### src/rtl/htw_pkg.sv
// shared types and constants of the hashed timer wheel
// no dependencies
package htw_pkg;

  localparam int unsigned ID_W      = 64;
  localparam int unsigned TMO_W     = 32;
  localparam int unsigned SLOT_W    = 8;
  localparam int unsigned CNT_W     = 6;
  localparam int unsigned WS_W      = 9;
  localparam int unsigned IV_W      = 16;
  localparam int unsigned CFG_W     = 16;
  localparam int unsigned CFG_IDX_W = 2;
  localparam int unsigned DVD_W     = 33;

  localparam logic [CFG_IDX_W-1:0] REG_WHEEL_SLOTS   = 2'd0;
  localparam logic [CFG_IDX_W-1:0] REG_TICK_INTERVAL = 2'd1;

  localparam logic [1:0] OP_ADD    = 2'd0;
  localparam logic [1:0] OP_CANCEL = 2'd1;
  localparam logic [1:0] OP_TICK   = 2'd2;

  typedef enum logic [2:0] {
    KIND_ADDED  = 3'd0,
    KIND_FIRED  = 3'd1,
    KIND_CANCEL = 3'd2,
    KIND_TICK   = 3'd3,
    KIND_FULL   = 3'd4
  } kind_e;

  typedef enum logic [1:0] {
    DIV_TICKS = 2'd0,
    DIV_SLOT  = 2'd1,
    DIV_STEP  = 2'd2
  } div_sel_e;

  typedef enum logic [1:0] {
    ID_NEW  = 2'd0,
    ID_REQ  = 2'd1,
    ID_RAM  = 2'd2,
    ID_ZERO = 2'd3
  } id_sel_e;

  typedef enum logic [4:0] {
    ST_IDLE, ST_DISPATCH, ST_ZERO_FIRE, ST_ZERO_ADD, ST_FULL,
    ST_ADIV1, ST_ASTART2, ST_ADIV2, ST_AINS,
    ST_CRD, ST_CCMP, ST_CEMIT,
    ST_TDIV, ST_TCNT, ST_TCOMMIT, ST_TRD, ST_TFIRE, ST_TDONE
  } state_e;

  typedef struct packed {
    logic     latch;
    logic     div_start;
    div_sel_e div_sel;
    logic     insert;
    logic     ctr_inc;
    logic     idx_inc;
    logic     cnt_acc;
    logic     tick_commit;
    logic     cancel_clr;
    logic     fire_clr;
    logic     emit;
    kind_e    emit_kind;
    id_sel_e  emit_id;
    logic     emit_last;
  } cmd_t;

  typedef struct packed {
    logic [1:0] op;
    logic       tmo_zero;
    logic       rid_zero;
    logic       full;
    logic       div_done;
    logic       idx_last;
    logic       mask_bit;
    logic       hit;
    logic       out_free;
  } status_t;

endpackage

### src/rtl/htw_ram.sv
// generic single-port-write ram with registered read
// no dependencies
module htw_ram #(
  parameter int unsigned WIDTH = 64,
  parameter int unsigned DEPTH = 32,
  localparam int unsigned AW = (DEPTH > 1) ? $clog2(DEPTH) : 1
) (
  input  logic             clk_i,
  input  logic             we_i,
  input  logic [AW-1:0]    waddr_i,
  input  logic [WIDTH-1:0] wdata_i,
  input  logic [AW-1:0]    raddr_i,
  output logic [WIDTH-1:0] rdata_o
);

  logic [WIDTH-1:0] mem_q [DEPTH];

  always_ff @(posedge clk_i) begin
    if (we_i) begin
      mem_q[waddr_i] <= wdata_i;
    end
    rdata_o <= mem_q[raddr_i];
  end

endmodule

### src/rtl/htw_div.sv
// restoring divider, one quotient bit a cycle
// depends on htw_pkg
module htw_div (
  input  logic                      clk_i,
  input  logic                      rst_ni,
  input  logic                      start_i,
  input  logic [htw_pkg::DVD_W-1:0] dividend_i,
  input  logic [htw_pkg::IV_W-1:0]  divisor_i,
  output logic                      done_o,
  output logic [htw_pkg::DVD_W-1:0] quotient_o,
  output logic [htw_pkg::IV_W-1:0]  remainder_o
);
  import htw_pkg::*;

  localparam int unsigned STEP_W = $clog2(DVD_W);

  logic              busy_q, busy_d;
  logic [STEP_W-1:0] step_q, step_d;
  logic [DVD_W-1:0]  dvd_q, dvd_d;
  logic [IV_W-1:0]   rem_q, rem_d;
  logic [IV_W-1:0]   dvr_q, dvr_d;
  logic [IV_W:0]     shifted;
  logic [IV_W:0]     trial;

  assign shifted = {rem_q, dvd_q[DVD_W-1]};
  assign trial   = shifted - {1'b0, dvr_q};

  always_comb begin
    busy_d = busy_q;
    step_d = step_q;
    dvd_d  = dvd_q;
    rem_d  = rem_q;
    dvr_d  = dvr_q;
    if (start_i) begin
      busy_d = 1'b1;
      step_d = '0;
      dvd_d  = dividend_i;
      rem_d  = '0;
      dvr_d  = divisor_i;
    end else if (busy_q) begin
      // shift in the next dividend bit and subtract where it fits
      if (!trial[IV_W]) begin
        rem_d = trial[IV_W-1:0];
        dvd_d = {dvd_q[DVD_W-2:0], 1'b1};
      end else begin
        rem_d = shifted[IV_W-1:0];
        dvd_d = {dvd_q[DVD_W-2:0], 1'b0};
      end
      step_d = step_q + 1'b1;
      if (step_q == STEP_W'(DVD_W - 1)) begin
        busy_d = 1'b0;
      end
    end
  end

  always_ff @(posedge clk_i or negedge rst_ni) begin
    if (!rst_ni) begin
      busy_q <= 1'b0;
      step_q <= '0;
    end else begin
      busy_q <= busy_d;
      step_q <= step_d;
    end
  end

  always_ff @(posedge clk_i) begin
    dvd_q <= dvd_d;
    rem_q <= rem_d;
    dvr_q <= dvr_d;
  end

  assign done_o      = busy_q && (step_q == STEP_W'(DVD_W - 1));
  assign quotient_o  = dvd_q;
  assign remainder_o = rem_q;

endmodule

### src/rtl/htw_dp.sv
// datapath: entry table, id store, divider, counters, output register
// depends on htw_pkg, htw_ram, htw_div
module htw_dp #(
  parameter int unsigned MAX_TIMERS = 32,
  parameter int unsigned MAX_SLOTS  = 256
) (
  input  logic                          clk_i,
  input  logic                          rst_ni,
  input  htw_pkg::cmd_t                 cmd_i,
  output htw_pkg::status_t              status_o,
  input  logic                          cfg_we_i,
  input  logic [htw_pkg::CFG_IDX_W-1:0] cfg_idx_i,
  input  logic [htw_pkg::CFG_W-1:0]     cfg_data_i,
  input  logic [1:0]                    in_op_i,
  input  logic [htw_pkg::TMO_W-1:0]     in_tmo_i,
  input  logic [htw_pkg::ID_W-1:0]      in_id_i,
  input  logic                          out_ready_i,
  output logic                          out_valid_o,
  output logic [2:0]                    out_kind_o,
  output logic [htw_pkg::ID_W-1:0]      out_id_o,
  output logic                          out_found_o,
  output logic [htw_pkg::SLOT_W-1:0]    out_slot_o,
  output logic [htw_pkg::CNT_W-1:0]     out_cnt_o,
  output logic                          out_last_o
);
  import htw_pkg::*;

  localparam int unsigned IW = (MAX_TIMERS > 1) ? $clog2(MAX_TIMERS) : 1;

  // configuration
  logic [WS_W-1:0] ws_q;
  logic [IV_W-1:0] iv_q;
  logic [WS_W-1:0] slots_eff;
  logic [IV_W-1:0] iv_eff;

  // latched item
  logic [1:0]       op_q;
  logic [TMO_W-1:0] tmo_q;
  logic [ID_W-1:0]  rid_q;

  // table and control state
  logic [MAX_TIMERS-1:0] valid_q;
  logic [SLOT_W-1:0]     slot_q [MAX_TIMERS];
  logic [MAX_TIMERS-1:0] mask_q, mask_d;
  logic [IW-1:0]         idx_q;
  logic [IW-1:0]         free_idx;
  logic [CNT_W-1:0]      fired_q;
  logic [CNT_W-1:0]      cnt_q, cnt_d;
  logic [SLOT_W-1:0]     sp_q, sp_d;
  logic [ID_W-1:0]       ctr_q;
  logic                  found_q;
  logic [ID_W-1:0]       id_new;
  logic [ID_W-1:0]       ram_rdata;

  // divider
  logic [DVD_W-1:0] div_dvd;
  logic [IV_W-1:0]  div_dvr;
  logic             div_done;
  logic [DVD_W-1:0] div_quo;
  logic [IV_W-1:0]  div_rem;

  // output register
  logic             ov_q;
  logic [2:0]       okind_q;
  logic [ID_W-1:0]  oid_q;
  logic             ofound_q;
  logic [SLOT_W-1:0] oslot_q;
  logic [CNT_W-1:0] ocnt_q;
  logic             olast_q;
  logic [ID_W-1:0]  emit_id;

  always_comb begin
    if (ws_q == '0) begin
      slots_eff = WS_W'(1);
    end else if (ws_q > WS_W'(MAX_SLOTS)) begin
      slots_eff = WS_W'(MAX_SLOTS);
    end else begin
      slots_eff = ws_q;
    end
  end

  assign iv_eff = (iv_q == '0) ? IV_W'(1) : iv_q;
  assign id_new = ctr_q + 64'd1;

  always_comb begin
    free_idx = '0;
    for (int i = MAX_TIMERS - 1; i >= 0; i--) begin
      if (!valid_q[i]) begin
        free_idx = IW'(i);
      end
    end
  end

  always_comb begin
    for (int i = 0; i < MAX_TIMERS; i++) begin
      mask_d[i] = valid_q[i] && (slot_q[i] == sp_q);
    end
  end

  always_comb begin
    case (cmd_i.div_sel)
      DIV_TICKS: begin
        div_dvd = {1'b0, tmo_q} + DVD_W'(iv_eff) - DVD_W'(1);
        div_dvr = iv_eff;
      end
      DIV_SLOT: begin
        div_dvd = DVD_W'(sp_q) + div_quo;
        div_dvr = IV_W'(slots_eff);
      end
      default: begin
        div_dvd = DVD_W'(sp_q) + DVD_W'(1);
        div_dvr = IV_W'(slots_eff);
      end
    endcase
  end

  htw_div u_div (
    .clk_i       (clk_i),
    .rst_ni      (rst_ni),
    .start_i     (cmd_i.div_start),
    .dividend_i  (div_dvd),
    .divisor_i   (div_dvr),
    .done_o      (div_done),
    .quotient_o  (div_quo),
    .remainder_o (div_rem)
  );

  htw_ram #(
    .WIDTH (ID_W),
    .DEPTH (MAX_TIMERS)
  ) u_id_ram (
    .clk_i   (clk_i),
    .we_i    (cmd_i.insert),
    .waddr_i (free_idx),
    .wdata_i (id_new),
    .raddr_i (idx_q),
    .rdata_o (ram_rdata)
  );

  always_comb begin
    cnt_d = cnt_q;
    sp_d  = sp_q;
    if (cmd_i.insert) begin
      cnt_d = cnt_q + 1'b1;
    end else if (cmd_i.cancel_clr) begin
      cnt_d = cnt_q - 1'b1;
    end else if (cmd_i.tick_commit) begin
      cnt_d = cnt_q - fired_q;
      sp_d  = div_rem[SLOT_W-1:0];
    end
  end

  always_ff @(posedge clk_i or negedge rst_ni) begin
    if (!rst_ni) begin
      ws_q    <= WS_W'(256);
      iv_q    <= IV_W'(100);
      valid_q <= '0;
      idx_q   <= '0;
      fired_q <= '0;
      cnt_q   <= '0;
      sp_q    <= '0;
      ctr_q   <= '0;
      found_q <= 1'b0;
      ov_q    <= 1'b0;
    end else begin
      if (cfg_we_i) begin
        case (cfg_idx_i)
          REG_WHEEL_SLOTS:   ws_q <= cfg_data_i[WS_W-1:0];
          REG_TICK_INTERVAL: iv_q <= cfg_data_i[IV_W-1:0];
          default: ;
        endcase
      end
      cnt_q <= cnt_d;
      sp_q  <= sp_d;
      if (cmd_i.latch) begin
        idx_q   <= '0;
        fired_q <= '0;
        found_q <= 1'b0;
      end else if (cmd_i.tick_commit) begin
        idx_q <= '0;
      end else if (cmd_i.idx_inc) begin
        idx_q <= idx_q + 1'b1;
      end
      if (cmd_i.cnt_acc && mask_q[idx_q]) begin
        fired_q <= fired_q + 1'b1;
      end
      if (cmd_i.insert) begin
        valid_q[free_idx] <= 1'b1;
      end
      if (cmd_i.cancel_clr || cmd_i.fire_clr) begin
        valid_q[idx_q] <= 1'b0;
      end
      if (cmd_i.cancel_clr) begin
        found_q <= 1'b1;
      end
      if (cmd_i.insert || cmd_i.ctr_inc) begin
        ctr_q <= id_new;
      end
      if (cmd_i.emit) begin
        ov_q <= 1'b1;
      end else if (out_ready_i) begin
        ov_q <= 1'b0;
      end
    end
  end

  always_comb begin
    case (cmd_i.emit_id)
      ID_NEW:  emit_id = id_new;
      ID_REQ:  emit_id = rid_q;
      ID_RAM:  emit_id = ram_rdata;
      default: emit_id = '0;
    endcase
  end

  always_ff @(posedge clk_i) begin
    if (cmd_i.latch) begin
      op_q   <= in_op_i;
      tmo_q  <= in_tmo_i;
      rid_q  <= in_id_i;
      mask_q <= mask_d;
    end
    if (cmd_i.insert) begin
      slot_q[free_idx] <= div_rem[SLOT_W-1:0];
    end
    if (cmd_i.emit) begin
      okind_q  <= cmd_i.emit_kind;
      oid_q    <= emit_id;
      ofound_q <= found_q;
      oslot_q  <= sp_d;
      ocnt_q   <= cnt_d;
      olast_q  <= cmd_i.emit_last;
    end
  end

  assign status_o.op       = op_q;
  assign status_o.tmo_zero = (tmo_q == '0);
  assign status_o.rid_zero = (rid_q == '0);
  assign status_o.full     = &valid_q;
  assign status_o.div_done = div_done;
  assign status_o.idx_last = (idx_q == IW'(MAX_TIMERS - 1));
  assign status_o.mask_bit = mask_q[idx_q];
  assign status_o.hit      = valid_q[idx_q] && (ram_rdata == rid_q);
  assign status_o.out_free = !ov_q || out_ready_i;

  assign out_valid_o = ov_q;
  assign out_kind_o  = okind_q;
  assign out_id_o    = oid_q;
  assign out_found_o = ofound_q;
  assign out_slot_o  = oslot_q;
  assign out_cnt_o   = ocnt_q;
  assign out_last_o  = olast_q;

endmodule

### src/rtl/htw_ctrl.sv
// controller state machine sequencing add, cancel and tick
// depends on htw_pkg
module htw_ctrl (
  input  logic             clk_i,
  input  logic             rst_ni,
  input  logic             in_valid_i,
  output logic             in_ready_o,
  input  htw_pkg::status_t status_i,
  output htw_pkg::cmd_t    cmd_o
);
  import htw_pkg::*;

  state_e state_q, state_d;

  always_comb begin
    state_d = state_q;
    case (state_q)
      ST_IDLE: if (in_valid_i) state_d = ST_DISPATCH;
      ST_DISPATCH: begin
        if (status_i.op == OP_ADD) begin
          if (status_i.tmo_zero) state_d = ST_ZERO_FIRE;
          else if (status_i.full) state_d = ST_FULL;
          else state_d = ST_ADIV1;
        end else if (status_i.op == OP_CANCEL) begin
          state_d = status_i.rid_zero ? ST_CEMIT : ST_CRD;
        end else if (status_i.op == OP_TICK) begin
          state_d = ST_TDIV;
        end else begin
          state_d = ST_IDLE;
        end
      end
      ST_ZERO_FIRE: if (status_i.out_free) state_d = ST_ZERO_ADD;
      ST_ZERO_ADD:  if (status_i.out_free) state_d = ST_IDLE;
      ST_FULL:      if (status_i.out_free) state_d = ST_IDLE;
      ST_ADIV1:     if (status_i.div_done) state_d = ST_ASTART2;
      ST_ASTART2:   state_d = ST_ADIV2;
      ST_ADIV2:     if (status_i.div_done) state_d = ST_AINS;
      ST_AINS:      if (status_i.out_free) state_d = ST_IDLE;
      ST_CRD:       state_d = ST_CCMP;
      ST_CCMP: begin
        if (status_i.hit || status_i.idx_last) state_d = ST_CEMIT;
        else state_d = ST_CRD;
      end
      ST_CEMIT:     if (status_i.out_free) state_d = ST_IDLE;
      ST_TDIV:      if (status_i.div_done) state_d = ST_TCNT;
      ST_TCNT:      if (status_i.idx_last) state_d = ST_TCOMMIT;
      ST_TCOMMIT:   state_d = ST_TRD;
      ST_TRD: begin
        if (status_i.mask_bit) state_d = ST_TFIRE;
        else if (status_i.idx_last) state_d = ST_TDONE;
      end
      ST_TFIRE: begin
        if (status_i.out_free) state_d = status_i.idx_last ? ST_TDONE : ST_TRD;
      end
      ST_TDONE:     if (status_i.out_free) state_d = ST_IDLE;
      default:      state_d = ST_IDLE;
    endcase
  end

  always_comb begin
    cmd_o = '0;
    cmd_o.div_sel   = DIV_TICKS;
    cmd_o.emit_kind = KIND_ADDED;
    cmd_o.emit_id   = ID_ZERO;
    case (state_q)
      ST_IDLE: cmd_o.latch = in_valid_i;
      ST_DISPATCH: begin
        if (status_i.op == OP_ADD && !status_i.tmo_zero && !status_i.full) begin
          cmd_o.div_start = 1'b1;
        end else if (status_i.op == OP_TICK) begin
          cmd_o.div_start = 1'b1;
          cmd_o.div_sel   = DIV_STEP;
        end
      end
      ST_ZERO_FIRE: begin
        cmd_o.emit      = status_i.out_free;
        cmd_o.emit_kind = KIND_FIRED;
        cmd_o.emit_id   = ID_NEW;
      end
      ST_ZERO_ADD: begin
        cmd_o.emit      = status_i.out_free;
        cmd_o.ctr_inc   = status_i.out_free;
        cmd_o.emit_id   = ID_NEW;
        cmd_o.emit_last = 1'b1;
      end
      ST_FULL: begin
        cmd_o.emit      = status_i.out_free;
        cmd_o.emit_kind = KIND_FULL;
        cmd_o.emit_last = 1'b1;
      end
      ST_ASTART2: begin
        cmd_o.div_start = 1'b1;
        cmd_o.div_sel   = DIV_SLOT;
      end
      ST_AINS: begin
        cmd_o.emit      = status_i.out_free;
        cmd_o.insert    = status_i.out_free;
        cmd_o.emit_id   = ID_NEW;
        cmd_o.emit_last = 1'b1;
      end
      ST_CCMP: begin
        cmd_o.cancel_clr = status_i.hit;
        cmd_o.idx_inc    = !status_i.hit && !status_i.idx_last;
      end
      ST_CEMIT: begin
        cmd_o.emit      = status_i.out_free;
        cmd_o.emit_kind = KIND_CANCEL;
        cmd_o.emit_id   = ID_REQ;
        cmd_o.emit_last = 1'b1;
      end
      ST_TCNT: begin
        cmd_o.cnt_acc = 1'b1;
        cmd_o.idx_inc = !status_i.idx_last;
      end
      ST_TCOMMIT: cmd_o.tick_commit = 1'b1;
      ST_TRD: cmd_o.idx_inc = !status_i.mask_bit && !status_i.idx_last;
      ST_TFIRE: begin
        cmd_o.emit      = status_i.out_free;
        cmd_o.fire_clr  = status_i.out_free;
        cmd_o.idx_inc   = status_i.out_free && !status_i.idx_last;
        cmd_o.emit_kind = KIND_FIRED;
        cmd_o.emit_id   = ID_RAM;
      end
      ST_TDONE: begin
        cmd_o.emit      = status_i.out_free;
        cmd_o.emit_kind = KIND_TICK;
        cmd_o.emit_last = 1'b1;
      end
      default: ;
    endcase
  end

  always_ff @(posedge clk_i or negedge rst_ni) begin
    if (!rst_ni) begin
      state_q <= ST_IDLE;
    end else begin
      state_q <= state_d;
    end
  end

  assign in_ready_o = (state_q == ST_IDLE);

endmodule

### src/rtl/hashed_timer_wheel.sv
// top level of the hashed timer wheel: controller plus datapath
// depends on htw_pkg, htw_ctrl, htw_dp
//
// channel   direction  handshake                 payload
// s_axis    in         s_axis_tvalid/tready      tuser op, tdata timeout and id
// m_axis    out        m_axis_tvalid/tready      tuser kind, tdata result, tlast
// cfg       in         cfg_we_i (no wait)        cfg_idx_i, cfg_data_i
//
// one transaction at a time; the sequencer steps from acceptance to the next ready as follows:
// zero-timeout add and add on a full table emit with no divider pass, stored add two 33-step divider passes
// a cancel of a nonzero id walks the id ram, a read then a compare for each entry, until a hit or the last entry
// a tick: a 33-step divider pass for the pointer step, a count pass over all MAX_TIMERS entries,
// then one read per entry and one emit per fired entry
// reset clears the valid bits at once; output stalls hold back the sequencer only
module hashed_timer_wheel #(
  parameter int unsigned MAX_TIMERS = 32,
  parameter int unsigned MAX_SLOTS  = 256
) (
  input  logic                          clk_i,
  input  logic                          rst_ni,
  // config write port
  input  logic                          cfg_we_i,
  input  logic [htw_pkg::CFG_IDX_W-1:0] cfg_idx_i,
  input  logic [htw_pkg::CFG_W-1:0]     cfg_data_i,
  // command stream
  input  logic                          s_axis_tvalid,
  output logic                          s_axis_tready,
  input  logic [95:0]                   s_axis_tdata,  // timeout_ms[31:0], timer_id[95:32]
  input  logic [1:0]                    s_axis_tuser,  // operation
  // result stream
  output logic                          m_axis_tvalid,
  input  logic                          m_axis_tready,
  // result_id[63:0], found[64], current_slot[72:65], task_count[78:73], pad[79]
  output logic [79:0]                   m_axis_tdata,
  output logic [2:0]                    m_axis_tuser,  // kind
  output logic                          m_axis_tlast
);
  import htw_pkg::*;

  cmd_t    cmd;
  status_t status;

  logic [ID_W-1:0]   out_id;
  logic              out_found;
  logic [SLOT_W-1:0] out_slot;
  logic [CNT_W-1:0]  out_cnt;

  // sequencer, one transaction in flight
  htw_ctrl u_ctrl (
    .clk_i      (clk_i),
    .rst_ni     (rst_ni),
    .in_valid_i (s_axis_tvalid),
    .in_ready_o (s_axis_tready),
    .status_i   (status),
    .cmd_o      (cmd)
  );

  // table, id ram, divider and output register
  htw_dp #(
    .MAX_TIMERS (MAX_TIMERS),
    .MAX_SLOTS  (MAX_SLOTS)
  ) u_dp (
    .clk_i       (clk_i),
    .rst_ni      (rst_ni),
    .cmd_i       (cmd),
    .status_o    (status),
    .cfg_we_i    (cfg_we_i),
    .cfg_idx_i   (cfg_idx_i),
    .cfg_data_i  (cfg_data_i),
    .in_op_i     (s_axis_tuser),
    .in_tmo_i    (s_axis_tdata[31:0]),
    .in_id_i     (s_axis_tdata[95:32]),
    .out_ready_i (m_axis_tready),
    .out_valid_o (m_axis_tvalid),
    .out_kind_o  (m_axis_tuser),
    .out_id_o    (out_id),
    .out_found_o (out_found),
    .out_slot_o  (out_slot),
    .out_cnt_o   (out_cnt),
    .out_last_o  (m_axis_tlast)
  );

  // pack result fields, highest first
  assign m_axis_tdata = {1'b0, out_cnt, out_slot, out_found, out_id};

endmodule

### config.mk
export PLATFORM = sky130hd
export DESIGN_NAME = hashed_timer_wheel
export DESIGN_NICKNAME = d
export VERILOG_FILES = /design/src/rtl/htw_pkg.sv /design/src/rtl/htw_ram.sv /design/src/rtl/htw_div.sv /design/src/rtl/htw_dp.sv /design/src/rtl/htw_ctrl.sv /design/src/rtl/hashed_timer_wheel.sv
export SDC_FILE = /design/constraint.sdc
export NUM_CORES = 2
export LEC_CHECK = 0
export BUFFER_PORTS_ARGS = -buffer_cell sky130_fd_sc_hd__buf_2
export CAP_MARGIN = 20
export CORE_MARGIN = 1.5
export CORE_UTILIZATION = 56
export DETAILED_ROUTE_END_ITERATION = 16
export GPL_TIMING_DRIVEN = 0
export PLACE_DENSITY_LB_ADDON = 0.05
export SETUP_SLACK_MARGIN = 0.3
export SKIP_CTS_REPAIR_TIMING = 1
export SLEW_MARGIN = 10
export SYNTH_ARGS = -nofsm -noshare
export SYNTH_HDL_FRONTEND = slang
export SYNTH_SLANG_ARGS = --single-unit
### constraint.sdc
create_clock -name clk_i -period 7.11 [get_ports clk_i]
set_clock_uncertainty 0.1 [all_clocks]
set_input_delay 0.711 -clock clk_i [delete_from_list [all_inputs] [get_ports clk_i]]
set_output_delay 0.711 -clock clk_i [all_outputs]
set_load 0.05 [all_outputs]
Word level (Yosys, flattened, before mapping)
Memory sizes are Yosys's and may differ from the RTL's. A register that Yosys moved wholly into a read port is not among the register bits.
Cells that the tools add are included.
{"block": "word_totals", "register_bits": 438, "mem_bits_rw": 2304, "input_bits": 121, "wordCells": 299, "mem_count": 2}
{"memory": "u_dp.u_id_ram.mem_q", "words": 32, "word_bits": 64, "rd": 1, "rd_clocked_by_memory_dff": 1, "wr": 1, "line_no": "htw_ram.sv:16", "source": "logic [WIDTH-1:0] mem_q [DEPTH];"}
{"memory": "u_dp.slot_q", "words": 32, "word_bits": 8, "rd": 32, "rd_clocked_by_memory_dff": 0, "wr": 1, "line_no": "htw_dp.sv:43", "source": "logic [SLOT_W-1:0] slot_q [MAX_TIMERS];"}
{"block": "classes", "add_sub_neg": 12, "magnitude_cmp": 5, "n_eq_ne": 67, "muxes": 109, "n_bitwise": 3, "reduce_logical": 74}
{"operator": "$eq 8x8->1", "n": 32}
{"operator": "$mux 5", "n": 49}
{"operator": "$pmux 64 s3", "n": 1}
{"operator": "$pmux 5 s14", "n": 1}
{"operator": "$mux 33", "n": 2}
{"operator": "$pmux 33 s2", "n": 1}
{"operator": "$add 64x1->64 const B", "n": 1}
{"operator": "$eq 64x64->1", "n": 1}
{"operator": "$logic_not 64->1", "n": 1}
{"operator": "$mux 32", "n": 2}
{"operator": "$logic_and 1x1->1", "n": 42}
{"operator": "$mux 6", "n": 7}
{"operator": "$eq 5x4->1 const B", "n": 8}
{"operator": "$add 32x16->33", "n": 1}
{"operator": "$add 8x33->33", "n": 1}
{"operator": "$sub 33x1->33 const B", "n": 1}
{"operator": "$and 32x32->32", "n": 1}
{"operator": "$logic_not 32->1", "n": 1}
{"operator": "$mux 16", "n": 2}
{"operator": "$not 32->32", "n": 1}
{"operator": "$or 32x32->32", "n": 1}
{"operator": "$reduce_and 32->1", "n": 1}
{"operator": "$mux 9", "n": 3}
{"operator": "$mux 1", "n": 25}
{"operator": "43 further kinds", "n": 84}

Logic depth before layout (Yosys ltp)
{"block": "depth", "depth_word": 40, "ltp_mapped": 15, "mapped_depth_nobuf": 15}

Cells and area by module
From an unflattened synthesis, not the netlist that was laid out.
{"block": "hier_totals", "hier_cells": 6253, "area_unflattened_um2": 115427.0}
{"module": "htw_ram", "instances": 1, "cells_per_inst": 3097, "area_per_inst_um2": 78964.5}
{"module": "htw_dp", "instances": 1, "cells_per_inst": 2654, "area_per_inst_um2": 31475.2}
{"module": "htw_div", "instances": 1, "cells_per_inst": 370, "area_per_inst_um2": 4025.1}
{"module": "htw_ctrl", "instances": 1, "cells_per_inst": 129, "area_per_inst_um2": 943.4}
{"module": "hashed_timer_wheel", "instances": 1, "cells_per_inst": 3, "area_per_inst_um2": 18.8}

Least setup slack after synthesis
No wires, ideal clock.
{"block": "synth_timing", "kind": "input to register", "from": "input m_axis_tready", "to": "register u_dp.valid_q[21]", "setup_ns": 0.085, "arrival_time_ns": 7.411, "t_required_ns": 6.925, "path_slack_ns": -0.486, "cell_stages": 9, "path_buffers": 1, "path_cell_list": "inv_1 -> nand2_1 -> and3_1 -> clkbuf_1 -> nand2_1 -> nor4_1 -> nand2b_1 -> nor3_1 -> o22a_1"}
{"block": "synth_via", "elab_chain_len": 5}
{"element": "start, declared", "line_no": "hashed_timer_wheel.sv:32", "source": "input logic m_axis_tready,"}
{"element": "$logic_or 1x1->1 (*)", "line_no": "htw_dp.sv:244", "source": "assign status_o.out_free = !ov_q || out_ready_i;"}
{"element": "$mux 1", "line_no": "htw_ctrl.sv:65", "source": "case (state_q)"}
{"element": "$mux 32", "line_no": "htw_dp.sv:187", "source": "if (cmd_i.insert) begin"}
{"element": "$and 32x32->32 (no line)"}
{"element": "$mux 32 (*)", "line_no": "htw_dp.sv:190", "source": "if (cmd_i.cancel_clr || cmd_i.fire_clr) begin"}
{"element": "end signal, assigned", "line_no": "htw_dp.sv:157", "source": "valid_q <= '0;"}
{"element": "end signal, assigned by index", "line_no": "htw_dp.sv:188", "source": "valid_q[free_idx] <= 1'b1;"}
{"element": "end signal, assigned by index", "line_no": "htw_dp.sv:191", "source": "valid_q[idx_q] <= 1'b0;"}
{"element": "end, declared", "line_no": "htw_dp.sv:42", "source": "logic [MAX_TIMERS-1:0] valid_q;"}
Mark *: on every way between the ends. The rest lies on a longest branch, timed or not.
A chain may end at the register's enable or synchronous reset.

Worst setup path in the final report
{"block": "layout_timing", "from": "register u_ctrl.state_q[3]", "to": "memory u_dp.u_id_ram.mem_q[21][57] (enable)"}
{"block": "layout_via", "elab_chain_len": 4}
{"element": "start, declared", "line_no": "htw_ctrl.sv:13", "source": "state_e state_q, state_d;"}
{"element": "start signal, assigned", "line_no": "htw_ctrl.sv:137", "source": "state_q <= state_d;"}
{"element": "$eq 5x4->1", "line_no": "htw_ctrl.sv:65"}
{"element": "$mux 1", "line_no": "htw_ctrl.sv:65"}
{"element": "$mux 1", "line_no": "htw_ram.sv:19", "source": "if (we_i) begin"}
{"element": "$mux 1 (implied by the code)", "line_no": "htw_ram.sv:20", "source": "mem_q[waddr_i] <= wdata_i;"}
{"element": "end, declared", "line_no": "htw_ram.sv:16"}
No other way between the ends.

==> impl_metrics.tcl <==
set metrics [dict create \
    numCtsBuffers 301 \
    via_count 67200 \
    synth_area_leaders "edfxtp_1 68%, mux4_2 11%, dfrtp_1 3.4%" \
    final.period_utilization 0.8050 \
    setup_ws_ns 1.387 \
    core_um2 200300 \
    regToRegStartpoint "u_ctrl.state_q[3]" \
    final_cell_area_um2 134500 \
    fin_nets 7316 \
    fp-row-count 164 \
    outcome "complete, no violations" \
    initial_utilization 0.5651 \
    placed_area_um2 124100 \
    htreeDepth 5 \
    dp_hpwl_um 255700 \
    avgSynthCellArea_um2 18.43 \
    area_growth_pct 18.88 \
    utilization 0.6718 \
    syn_area_um2 113200 \
    crit_type "register to register" \
    grt_pass1_wl_um 501700 \
    syn_nets 6365 \
    final_common_cell "edfxtp_1" \
    slew_headroom 0.1745 \
    synth-seq-cells 2806 \
    reg2reg_slack_ns 1.39 \
    setup_viol 0 \
    routed_via_density 6.741 \
    reg2reg_to "u_dp.u_id_ram.mem_q[21][57]" \
    insertion_delay_ns 0.96 \
    ys.flop_type "edfxtp_1" \
    wl_per_cell_um 36.79 \
    yosys_warnings 0 \
    die_area_um2 204800 \
    layout_common_cells "2566 x edfxtp_1, 528 x mux4_2, 308 x clkbuf_16" \
    cp-endpoint "u_dp.u_id_ram.mem_q[21][57]" \
    hold_viol 0 \
    root_buffer "clkbuf_16" \
    grt_pass1_vias 64190 \
    grt_max_degree 91 \
    tightest_slew_ns 1.227 \
    cp-start-kind "register" \
    drcViolationCount 0 \
    synthCells 6141 \
    slew_viol_final 0 \
    cts_tree "built" \
    maxCapViolations 0 \
    place_congestion 0.9472 \
    die_w_um 452.6 \
    endpoint_kind "register" \
    antenna_found_initial 15 \
    clock_tree.buffer_depth 4 \
    nFillCells 13250 \
    required_ns 7.64 \
    dp_cells 9324 \
    overflow 0 \
    track_usage 0.3571 \
    reg2regPathDepth 17 \
    critical_path.max_fanout 8 \
    seq_area_frac_synth 0.7304 \
    timing.fmax_ghz 0.1747 \
    power_density_nw_per_um2 376.1 \
    synth_edf_count 2566 \
    synth.distinct_cells 102 \
    critPathLaunch "u_ctrl.state_q[3]" \
    setup_tns_ns 0 \
    vdd_ir_drop_max_mv 0.3538 \
    async_reset_ff_frac 0.05702 \
    numPortBuffers 205 \
    ant_nets 0 \
    p_leak_nw 48.33 \
    synth_top_area_share 0.6808 \
    period_minus_slack_ns 5.723 \
    layout-drive-gt1-share 0.2435 \
    cts.clk_slew.worst_paths_ns 0.06 \
    io_pins 207 \
    totalWireLength_um 366800 \
    fp.dieH_um 452.6 \
    cp_data_arrival_time_ns 6.25 \
    clock-sinks 2806 \
    yosys.area.top_type "edfxtp_1" \
    stdcell_count 9969 \
    hp-class "input pin to register" \
    firstDrtPassIters 6 \
    detailedPlace.worstSlack_ns 1.303 \
    drtIter0Drc 10390 \
    grt_setup_unrepaired "no" \
]
logic make-up after synthesis:
group / count (synthesis) / synth area share
XOR/XNOR: 517 / 0.04014
flip-flops: 2806 / 0.7304
buffers and inverters: 446 / 0.01576
AO/OA/AOI/OAI: 781 / 0.05029
adder cells (fa/ha/maj): 103 / 0.01165
multiplexers: 575 / 0.1095
other: 1 / 0.00003313
AND/OR/NAND/NOR: 912 / 0.04220
how the worst min path moves through the flow:
| stage | startpoint | to | cells after the start |
|---|---|---|---|
| floorplan | rst_ni | u_ctrl.state_q[0] | 0 |
| finish | s_axis_tdata[82] | u_dp.rid_q[50] | 1 |
| detailed placement | u_dp.found_q | u_dp.out_found_o | 0 |
| global route | s_axis_tdata[82] | u_dp.rid_q[50] | 1 |
| global placement | u_dp.found_q | u_dp.out_found_o | 0 |
| CTS | rst_ni | u_dp.ws_q[4] | 1 |
power breakdown:
| group | internal (mW) | switching (mW) |
|---|---|---|
| registers | 19.5 | 1.04 |
| clock network | 8.64 | 6.33 |
| logic | 5.10 | 10.0 |
| total | 33.2 | 17.4 |
stage by stage:
stage / hold slack [ns] / power (mW)
finish: 0.04332 / 50.60
detailed placement: 0.3412 / 35.57
floorplan: 0.3154 / 29.18
global placement: 0.3406 / 34.76
CTS: -0.2900 / 50.37
global route: 0.004323 / 51.97
routing by layer:
metal / vias to the layer above / track usage / part of all wire
met5: - / 0 / 0.00019
met4: 10 / 0.1632 / 0.052
met3: 824 / 0.07235 / 0.11
met2: 4320 / 0.5409 / 0.46
met1: 35350 / 0.5058 / 0.38
li1: 26700 / - / -
cell type report:
class                      count  area, µm²  share of cell area
antenna                        7      17.52           0.0001302
buffer                       296       1260            0.009365
clock buffer                 392       8122             0.06036
clock inverter               125       1050            0.007802
inverter                     150      580.6            0.004315
multi-input combinational   2889      29710              0.2208
sequential                  2806      82670              0.6145
tap                         2656       3323             0.02470
timing repair buffer         648       7806             0.05802
synthesized netlist by cell type (all sizes together), types with 12 or more instances:
| cell type | instances |
|---|---|
| dfxtp | 80 |
| a21oi | 99 |
| nand2b | 25 |
| nor3 | 65 |
| nand3b | 12 |
| o21a | 14 |
| inv | 149 |
| clkbuf | 184 |
| and3 | 54 |
| nand4 | 130 |
| dfrtp | 156 |
| a31oi | 20 |
| mux2 | 27 |
| ha | 99 |
| buf | 112 |
| nor2 | 173 |
| mux2i | 20 |
| mux4 | 528 |
| xor2 | 266 |
| nor4 | 91 |
| a31o | 60 |
| nor2b | 14 |
| or3 | 17 |
| nand3 | 96 |
| a22o | 62 |
| nand2 | 197 |
| a21o | 17 |
| o22a | 24 |
| o21ai | 99 |
| a211oi | 12 |
| xnor2 | 251 |
| edfxtp | 2566 |
| a22oi | 273 |
worst max-delay path, stage by stage (launching register included):
cell and delay, ns:
dfrtp_1 0.32, clkbuf_1 0.30, nand2b_1 0.17, nor2_1 0.18
and3_1 0.18, clkbuf_1 0.37, nand2_1 0.17, nor4_1 0.59
nand2b_1 0.42, nor3_2 0.67, buf_4 0.34, buf_6 0.20
buf_4 0.25, buf_4 0.25, buf_4 0.23, buf_4 0.22
buf_6 0.19, buf_4 0.22
flip-flops by register name, indices dropped and copies added, names as in the netlist, 33 cells and up:
register	flops
u_dp.ctr_q	64
u_dp.u_id_ram.rdata_o	64
u_dp.slot_q	256
u_dp.rid_q	64
u_dp.out_id_o	64
u_dp.u_div.quotient_o	33
u_dp.u_id_ram.mem_q	2048
(Power assumes the default switching activity.)
